--- config.mk ---
export PLATFORM = sky130hd
export DESIGN_NAME = hsv_to_led_pwm_encoder_top
export DESIGN_NICKNAME = d
export VERILOG_FILES = /design/src/rtl/hle_pkg.sv /design/src/rtl/hle_cfg_regs.sv /design/src/rtl/hle_hsv_pipe.sv /design/src/rtl/hle_serializer.sv /design/src/rtl/hsv_to_led_pwm_encoder_top.sv
export SDC_FILE = /design/constraint.sdc
export NUM_CORES = 1
export LEC_CHECK = 0
export BUFFER_PORTS_ARGS = -buffer_cell sky130_fd_sc_hd__buf_2
export CAP_MARGIN = 30
export CORE_MARGIN = 4
export CORE_UTILIZATION = 63
export DETAILED_ROUTE_END_ITERATION = 8
export HOLD_SLACK_MARGIN = 0.12
export PLACE_DENSITY = 0.81
export SLEW_MARGIN = 20
export SYNTH_ARGS = -nofsm -noshare
export SYNTH_HDL_FRONTEND = slang
export SYNTH_SLANG_ARGS = --single-unit
export TNS_END_PERCENT = 5
--- constraint.sdc ---
create_clock -name i_clk -period 13.9 [get_ports i_clk]
set_input_delay 2.78 -clock i_clk [delete_from_list [all_inputs] [get_ports i_clk]]
set_output_delay 2.78 -clock i_clk [all_outputs]
set_load 0.03 [all_outputs]
--- src/rtl/hle_pkg.sv ---
// Types, constants and register codes of the HSV to LED PWM encoder.
package hle_pkg;

    // Chain length; positions at or above it are dropped.
    localparam int LedCount = 256;
    // Duty codes emitted per LED (green, red, blue, 8 bits each).
    localparam int SlotsPerLed = 24;
    localparam int CntW = $clog2(SlotsPerLed);
    localparam logic [CntW-1:0] LastCnt = CntW'(SlotsPerLed - 1);

    // Configuration register indexes.
    typedef enum logic [1:0] {
        REG_HIGH_DUTY = 2'd0,
        REG_LOW_DUTY  = 2'd1,
        REG_PREAMBLE  = 2'd2
    } t_hle_reg_idx;

    // Input request.
    typedef struct packed {
        logic [7:0] hue;
        logic [7:0] saturation;
        logic [7:0] brightness;
        logic [7:0] led_position;
    } t_hle_in;

    // Output request.
    typedef struct packed {
        logic [12:0] slot_index;
        logic [7:0]  duty;
        logic        last_bit;
    } t_hle_out;

    // Configuration register file contents.
    typedef struct packed {
        logic [7:0] high_duty;
        logic [7:0] low_duty;
        logic [7:0] preamble_slots;
    } t_hle_cfg;

    // Converted pixel handed from the color pipeline to the serializer.
    typedef struct packed {
        logic [23:0] word;   // {green, red, blue}
        logic [7:0]  pos;
    } t_hle_pix;

    // Handshake between color pipeline and serializer.
    typedef struct packed {
        logic     valid;
        t_hle_pix pix;
    } t_hle_pix_req;

endpackage

--- src/rtl/hle_cfg_regs.sv ---
// Configuration register file: duty codes and preamble length.
module hle_cfg_regs (
    input  logic              i_clk,
    input  logic              i_rst_n,
    input  logic              i_cfg_valid,
    input  logic [1:0]        i_cfg_index,
    input  logic [7:0]        i_cfg_data,
    output logic              o_cfg_ready,
    output hle_pkg::t_hle_cfg o_cfg
);
    import hle_pkg::*;

    t_hle_cfg r_cfg;
    t_hle_cfg n_cfg;

    // Decode the write; unknown indexes are dropped.
    always_comb begin
        n_cfg = r_cfg;
        if (i_cfg_valid) begin
            case (t_hle_reg_idx'(i_cfg_index))
                REG_HIGH_DUTY: n_cfg.high_duty      = i_cfg_data;
                REG_LOW_DUTY:  n_cfg.low_duty       = i_cfg_data;
                REG_PREAMBLE:  n_cfg.preamble_slots = i_cfg_data;
                default:       n_cfg = r_cfg;
            endcase
        end
    end

    always_ff @(posedge i_clk) begin
        if (!i_rst_n) begin
            r_cfg.high_duty      <= 8'd60;
            r_cfg.low_duty       <= 8'd30;
            r_cfg.preamble_slots <= 8'd0;
        end else begin
            r_cfg <= n_cfg;
        end
    end

    assign o_cfg_ready = 1'b1;
    assign o_cfg       = r_cfg;

endmodule

--- src/rtl/hle_hsv_pipe.sv ---
// Four-stage HSV to RGB pipeline (integer six-sector scheme).
module hle_hsv_pipe (
    input  logic                  i_clk,
    input  logic                  i_rst_n,
    input  logic                  i_valid,
    input  hle_pkg::t_hle_in      i_data,
    output logic                  o_ready,
    output hle_pkg::t_hle_pix_req o_req,
    input  logic                  i_ready
);
    import hle_pkg::*;

    // Stage valids.
    logic r_v1, r_v2, r_v3, r_v4;
    logic adv1, adv2, adv3, adv4;

    // Stage 1: sector, remainder, inverted saturation.
    logic [2:0] r_region1;
    logic [7:0] r_rem1, r_sinv1, r_s1, r_v1val, r_pos1;
    logic       r_grey1;
    // Stage 2: first products.
    logic [2:0] r_region2;
    logic [7:0] r_sr2, r_srn2, r_p2, r_vval2, r_pos2;
    logic       r_grey2;
    // Stage 3: q and t.
    logic [2:0] r_region3;
    logic [7:0] r_p3, r_q3, r_t3, r_vval3, r_pos3;
    logic       r_grey3;
    // Stage 4: packed GRB word.
    t_hle_pix   r_pix4;

    logic [2:0]  region;
    logic [5:0]  diff;
    logic [7:0]  rem;
    logic        pos_ok;
    logic [15:0] prod_sr, prod_srn, prod_p, prod_q, prod_t;
    logic [7:0]  r_c, g_c, b_c;

    // Backpressure chain, last stage first.
    assign adv4    = !r_v4 || i_ready;
    assign adv3    = !r_v3 || adv4;
    assign adv2    = !r_v2 || adv3;
    assign adv1    = !r_v1 || adv2;
    assign o_ready = adv1;
    assign pos_ok  = int'(i_data.led_position) < LedCount;

    // Sector by threshold compare, remainder scaled by six.
    always_comb begin
        if      (i_data.hue >= 8'd215) region = 3'd5;
        else if (i_data.hue >= 8'd172) region = 3'd4;
        else if (i_data.hue >= 8'd129) region = 3'd3;
        else if (i_data.hue >= 8'd86)  region = 3'd2;
        else if (i_data.hue >= 8'd43)  region = 3'd1;
        else                           region = 3'd0;
        diff = 6'(i_data.hue - 8'(region) * 8'd43);
        rem  = {diff, 2'b00} + {1'b0, diff, 1'b0};
    end

    // Multiplier stages.
    assign prod_sr  = r_s1 * r_rem1;
    assign prod_srn = r_s1 * (8'd255 - r_rem1);
    assign prod_p   = r_v1val * r_sinv1;
    assign prod_q   = r_vval2 * (8'd255 - r_sr2);
    assign prod_t   = r_vval2 * (8'd255 - r_srn2);

    // Sector select.
    always_comb begin
        case (r_region3)
            3'd0:    begin r_c = r_vval3; g_c = r_t3;    b_c = r_p3;    end
            3'd1:    begin r_c = r_q3;    g_c = r_vval3; b_c = r_p3;    end
            3'd2:    begin r_c = r_p3;    g_c = r_vval3; b_c = r_t3;    end
            3'd3:    begin r_c = r_p3;    g_c = r_q3;    b_c = r_vval3; end
            3'd4:    begin r_c = r_t3;    g_c = r_p3;    b_c = r_vval3; end
            default: begin r_c = r_vval3; g_c = r_p3;    b_c = r_q3;    end
        endcase
        if (r_grey3) begin
            r_c = r_vval3;
            g_c = r_vval3;
            b_c = r_vval3;
        end
    end

    // Valid bits.
    always_ff @(posedge i_clk) begin
        if (!i_rst_n) begin
            r_v1 <= 1'b0;
            r_v2 <= 1'b0;
            r_v3 <= 1'b0;
            r_v4 <= 1'b0;
        end else begin
            if (adv1) r_v1 <= i_valid && pos_ok;
            if (adv2) r_v2 <= r_v1;
            if (adv3) r_v3 <= r_v2;
            if (adv4) r_v4 <= r_v3;
        end
    end

    // Payload registers.
    always_ff @(posedge i_clk) begin
        if (adv1) begin
            r_region1 <= region;
            r_rem1    <= rem;
            r_sinv1   <= 8'd255 - i_data.saturation;
            r_s1      <= i_data.saturation;
            r_v1val   <= i_data.brightness;
            r_pos1    <= i_data.led_position;
            r_grey1   <= (i_data.saturation == 8'd0);
        end
        if (adv2) begin
            r_region2 <= r_region1;
            r_sr2     <= prod_sr[15:8];
            r_srn2    <= prod_srn[15:8];
            r_p2      <= prod_p[15:8];
            r_vval2   <= r_v1val;
            r_pos2    <= r_pos1;
            r_grey2   <= r_grey1;
        end
        if (adv3) begin
            r_region3 <= r_region2;
            r_p3      <= r_p2;
            r_q3      <= prod_q[15:8];
            r_t3      <= prod_t[15:8];
            r_vval3   <= r_vval2;
            r_pos3    <= r_pos2;
            r_grey3   <= r_grey2;
        end
        if (adv4) begin
            r_pix4.word <= {g_c, r_c, b_c};
            r_pix4.pos  <= r_pos3;
        end
    end

    assign o_req.valid = r_v4;
    assign o_req.pix   = r_pix4;

endmodule

--- src/rtl/hle_serializer.sv ---
// Serializer: one duty code per cycle while not stalled, from a 24-bit GRB word, MSB first.
module hle_serializer (
    input  logic                  i_clk,
    input  logic                  i_rst_n,
    input  hle_pkg::t_hle_cfg     i_cfg,
    input  hle_pkg::t_hle_pix_req i_req,
    output logic                  o_ready,
    output logic                  o_valid,
    output hle_pkg::t_hle_out     o_data,
    input  logic                  i_stall
);
    import hle_pkg::*;

    logic            r_busy;
    logic [23:0]     r_word;
    logic [12:0]     r_slot;
    logic [CntW-1:0] r_cnt;
    logic            r_out_valid;
    t_hle_out        r_out;

    logic            load_out;
    logic            last;
    logic            take;
    logic [12:0]     base;

    // Move the next code into the output register when it is free.
    assign load_out = r_busy && (!r_out_valid || !i_stall);
    assign last     = (r_cnt == LastCnt);
    assign take     = i_req.valid && (!r_busy || (load_out && last));
    assign o_ready  = !r_busy || (load_out && last);
    // First slot: preamble + position * 24.
    assign base = 13'(i_cfg.preamble_slots) + 13'({i_req.pix.pos, 4'b0000})
                + 13'({i_req.pix.pos, 3'b000});

    // Control state.
    always_ff @(posedge i_clk) begin
        if (!i_rst_n) begin
            r_busy      <= 1'b0;
            r_cnt       <= '0;
            r_out_valid <= 1'b0;
        end else begin
            if (load_out) begin
                r_out_valid <= 1'b1;
            end else if (!i_stall) begin
                r_out_valid <= 1'b0;
            end
            if (take) begin
                r_busy <= 1'b1;
                r_cnt  <= '0;
            end else if (load_out) begin
                r_cnt <= r_cnt + 1'b1;
                if (last) r_busy <= 1'b0;
            end
        end
    end

    // Word shifter, slot counter and output payload.
    always_ff @(posedge i_clk) begin
        if (load_out) begin
            r_out.slot_index <= r_slot;
            r_out.duty       <= r_word[23] ? i_cfg.high_duty : i_cfg.low_duty;
            r_out.last_bit   <= last;
        end
        if (take) begin
            r_word <= i_req.pix.word;
            r_slot <= base;
        end else if (load_out) begin
            r_word <= {r_word[22:0], 1'b0};
            r_slot <= r_slot + 13'd1;
        end
    end

    assign o_valid = r_out_valid;
    assign o_data  = r_out;

endmodule

--- src/rtl/hsv_to_led_pwm_encoder_top.sv ---
// Top level of the HSV to LED PWM duty-code encoder.
//
//   channel | direction | handshake           | payload
//   --------+-----------+---------------------+---------------------------------
//   in      | sink      | i_in_valid/o_in_stall   | t_hle_in (hue, sat, value, pos)
//   out     | source    | o_out_valid/i_out_stall | t_hle_out (slot, duty, last)
//   cfg     | sink      | i_cfg_valid/o_cfg_ready | index 2b, data 8b
//
// Each pixel yields 24 codes, one per cycle while the output is not stalled, so the
// serializer sets the pixel rate; it takes the next pixel as it loads the last code.
// A request passes four color stages, the serializer load and its output register.
// Reset is synchronous, active low, and clears all valid and busy state.
// A stall on the output freezes the serializer and backs up through the pipeline.
module hsv_to_led_pwm_encoder_top (
    input  logic              i_clk,
    input  logic              i_rst_n,
    input  logic              i_in_valid,
    input  hle_pkg::t_hle_in  i_in_data,
    output logic              o_in_stall,
    output logic              o_out_valid,
    output hle_pkg::t_hle_out o_out_data,
    input  logic              i_out_stall,
    input  logic              i_cfg_valid,
    input  logic [1:0]        i_cfg_index,
    input  logic [7:0]        i_cfg_data,
    output logic              o_cfg_ready
);
    import hle_pkg::*;

    t_hle_cfg     cfg;
    t_hle_pix_req pix_req;
    logic         pipe_ready;
    logic         ser_ready;

    // Configuration registers.
    hle_cfg_regs u_cfg (
        .i_clk       (i_clk),
        .i_rst_n     (i_rst_n),
        .i_cfg_valid (i_cfg_valid),
        .i_cfg_index (i_cfg_index),
        .i_cfg_data  (i_cfg_data),
        .o_cfg_ready (o_cfg_ready),
        .o_cfg       (cfg)
    );

    // Color conversion pipeline.
    hle_hsv_pipe u_pipe (
        .i_clk   (i_clk),
        .i_rst_n (i_rst_n),
        .i_valid (i_in_valid),
        .i_data  (i_in_data),
        .o_ready (pipe_ready),
        .o_req   (pix_req),
        .i_ready (ser_ready)
    );

    // Duty-code serializer.
    hle_serializer u_ser (
        .i_clk   (i_clk),
        .i_rst_n (i_rst_n),
        .i_cfg   (cfg),
        .i_req   (pix_req),
        .o_ready (ser_ready),
        .o_valid (o_out_valid),
        .o_data  (o_out_data),
        .i_stall (i_out_stall)
    );

    assign o_in_stall = !pipe_ready;

endmodule

==> flow_metrics.env <==
export IMPL_outcome="complete, no violations"
export IMPL_grt_max_degree=45
export IMPL_synthFlopType="edfxtp_1"
export IMPL_setup_viol=0
export IMPL_grt_pass1_wl_um=65800
export IMPL_final_hold_viol_count=0
export IMPL_async_flop_share=0
export IMPL_endpoint_kind="output pin"
export IMPL_finalSetupTns_ps=0
export IMPL_ys_types=68
export IMPL_yosys_top_cells_area="edfxtp_1, fa_1, ha_1, inv_1, dfxtp_1"
export IMPL_drtPass1Iterations=5
export IMPL_fillers=2297
export IMPL_arrival_ps=4440
export IMPL_diodes=0
export IMPL_synth_top_family_by_area="adder cells"
export IMPL_start_kind="input port"
export IMPL_wire_per_inst_um=16.5
export IMPL_register_area_um2=7370
export IMPL_dpl_cell_area_um2=20800
export IMPL_placed_cells=2257
export IMPL_final_cell_mix="inv_1, edfxtp_1, ha_1"
export IMPL_die_y_um=186
export IMPL_cts_resized=0
export IMPL_relSlewSlack=0.472
export IMPL_hold_class="flop to flop"
export IMPL_syn_inst=1832
export IMPL_stdcell_count=2311
export IMPL_via_per_inst=5.58
export IMPL_syn_nets=2251
export IMPL_maxCapViolCount=0
export IMPL_tightest_slew_ps=792
export IMPL_skew_ps=7.31
export IMPL_cts_hold_buf=0
export IMPL_cts_clk_slew_worst_paths_ps=60
export IMPL_syn_to_final_growth_pct=8.52
export IMPL_grt_usage=0.224
export IMPL_slew_violations=0
export IMPL_die_area_um2=34800
export IMPL_synth_compound_area_frac=0.0576
export IMPL_rsz0062_at_grt="false"
export IMPL_port_buffers=70
export IMPL_yosys_area_share_simple=0.149
export IMPL_worstPathRequired_ps=11120
export IMPL_dr_first_iter_drc_count=725
export IMPL_synth_top_area_frac=0.332
export IMPL_cts_tree="built"
export IMPL_synth_seq_cells=257
export IMPL_syn_area_um2=20100
export IMPL_cts_buffers=27
export IMPL_num_rows=65
export IMPL_final_area_um2=21800
export IMPL_h_tree_depth=1
export IMPL_period_share=0.519
export IMPL_initial_utilization=0.637
export IMPL_drive_above_1_share=0.0801
export IMPL_wl_um=38100
export IMPL_synth_edf_count=222
export IMPL_dr_total_vias=12900
export IMPL_place_hpwl_um=28200
export IMPL_chipWidth_um=186
export IMPL_clk_path_buf_depth=3
export IMPL_post_cts_setup_buffers=0
export IMPL_synth_adder_area_share=0.299
export IMPL_place_congestion=0.878
export IMPL_io_pin_count=72
export IMPL_grt_pass1_vias=13800
export IMPL_ant_nets=0
export IMPL_antenna_found_initial=0
export IMPL_synth_mux_area_frac=0.0364
export IMPL_post_route_drc_count=0
export IMPL_synth_top_cell_by_area="edfxtp_1"
export IMPL_multi_input_area_um2=11500
export IMPL_whs_ps=415
export IMPL_grt_overflow=0
export IMPL_clock_latency_ps=540
export IMPL_postSynthAreaPerCell_um2=10.9
export IMPL_clock_sinks=257
export IMPL_path_class="input port to output pin"
export IMPL_core_area_um2=31500
export IMPL_crit_fanout=11
export IMPL_yosys_warnings=0
export IMPL_nets=2308
export IMPL_fmax_mhz=139
export IMPL_ys_seq_area_frac=0.367
export IMPL_layout_commonest_cell="inv_1"
export IMPL_synth_xor_area_frac=0.0301
export IMPL_period_needed_ps=7220
export IMPL_cts_root_buffer="clkbuf_16"
## layout make-up
class / instances / share of cell area
multi-input combinational: 1256 / 0.528
sequential: 257 / 0.338
inverter: 260 / 0.0448
clock buffer: 29 / 0.0314
timing repair buffer: 87 / 0.0256
tap: 402 / 0.0231
clock inverter: 20 / 0.00862
## state kept, by name (all words and copies together) (netlist names), 5 cells and up
name            cells
u_pipe.r_s1         8
u_pipe.r_pos3       8
u_pipe.r_vval2      8
u_pipe.r_pos1       8
u_ser.r_word       24
u_pipe.r_p2         8
u_pipe.r_sinv1      8
u_pipe.r_srn2       8
u_cfg.o_cfg        24
u_ser.o_data       22
u_pipe.r_q3         8
u_pipe.r_p3         8
u_ser.r_slot       13
u_pipe.r_sr2        8
u_pipe.r_vval3      8
u_pipe.r_pos2       8
u_pipe.r_rem1       7
u_pipe.r_t3         8
u_ser.r_cnt         5
u_pipe.r_v1val      8
u_pipe.o_req       32
## cells by family after synthesis
kind of cell | Yosys count
and+or+nand+nor | 571
xor gates and xnor gates | 69
muxes | 72
DFF | 257
adders and majority gates | 372
AOI/OAI and AO/OA | 171
buffers and inverters | 319
other | 1
## metal layers
layer / vias to the layer above / part of all wire / track usage
li1: 6167 / - / -
met5: - / 0 / 0
met3: 77 / 0.044 / 0.0288
met2: 306 / 0.52 / 0.415
met1: 6349 / 0.41 / 0.280
met4: 0 / 0.027 / 0.0557
## per-stage QoR
stage	setup WS [ps]	util
final	6680	0.692
after global routing	6550	0.692
after CTS	6700	0.689
after detailed placement	6760	0.662
after global placement	6370	0.659
after floorplan	6470	-
## synth_stat cells (all sizes together), types with 5 or more instances
library cell,n
a221oi,8
inv,260
fa,178
dfxtp,35
nand2b,99
nor2b,109
ha,194
a21oi,39
mux2,8
a211oi,7
nor3,20
buf,8
nor4,5
nor2,45
o21a,12
mux2i,64
and2,63
clkbuf,51
nand3,17
edfxtp,222
xor2,26
o21bai,5
o22ai,8
nand4,6
nand2,184
o21ai,40
xnor2,43
a21o,17
a22oi,8
## worst paths after layout
check	from	end	slack [ps]	depth (start not counted)
setup reg to reg	u_pipe.r_vval2[5]$_DFFE_PP_	u_pipe.r_t3[6]$_DFFE_PP_	8790	13
setup / recovery	i_out_stall	o_in_stall	6680	8
hold reg to reg	u_pipe.r_pos3[7]$_DFFE_PP_	u_pipe.o_req[7]$_DFFE_PP_	420	0
hold / removal	u_pipe.r_pos3[7]$_DFFE_PP_	u_pipe.o_req[7]$_DFFE_PP_	420	0
## critical path, cell delays in order
cell and delay (ps):
buf_2 90, nand2_1 60, a21boi_1 300, and2_1 280, and3_1 290, nand2_2 300
inv_2 140, buf_2 200
Power is not shown: default switching activity piles up to over one toggle a cycle in this logic, so the estimate is an artifact.
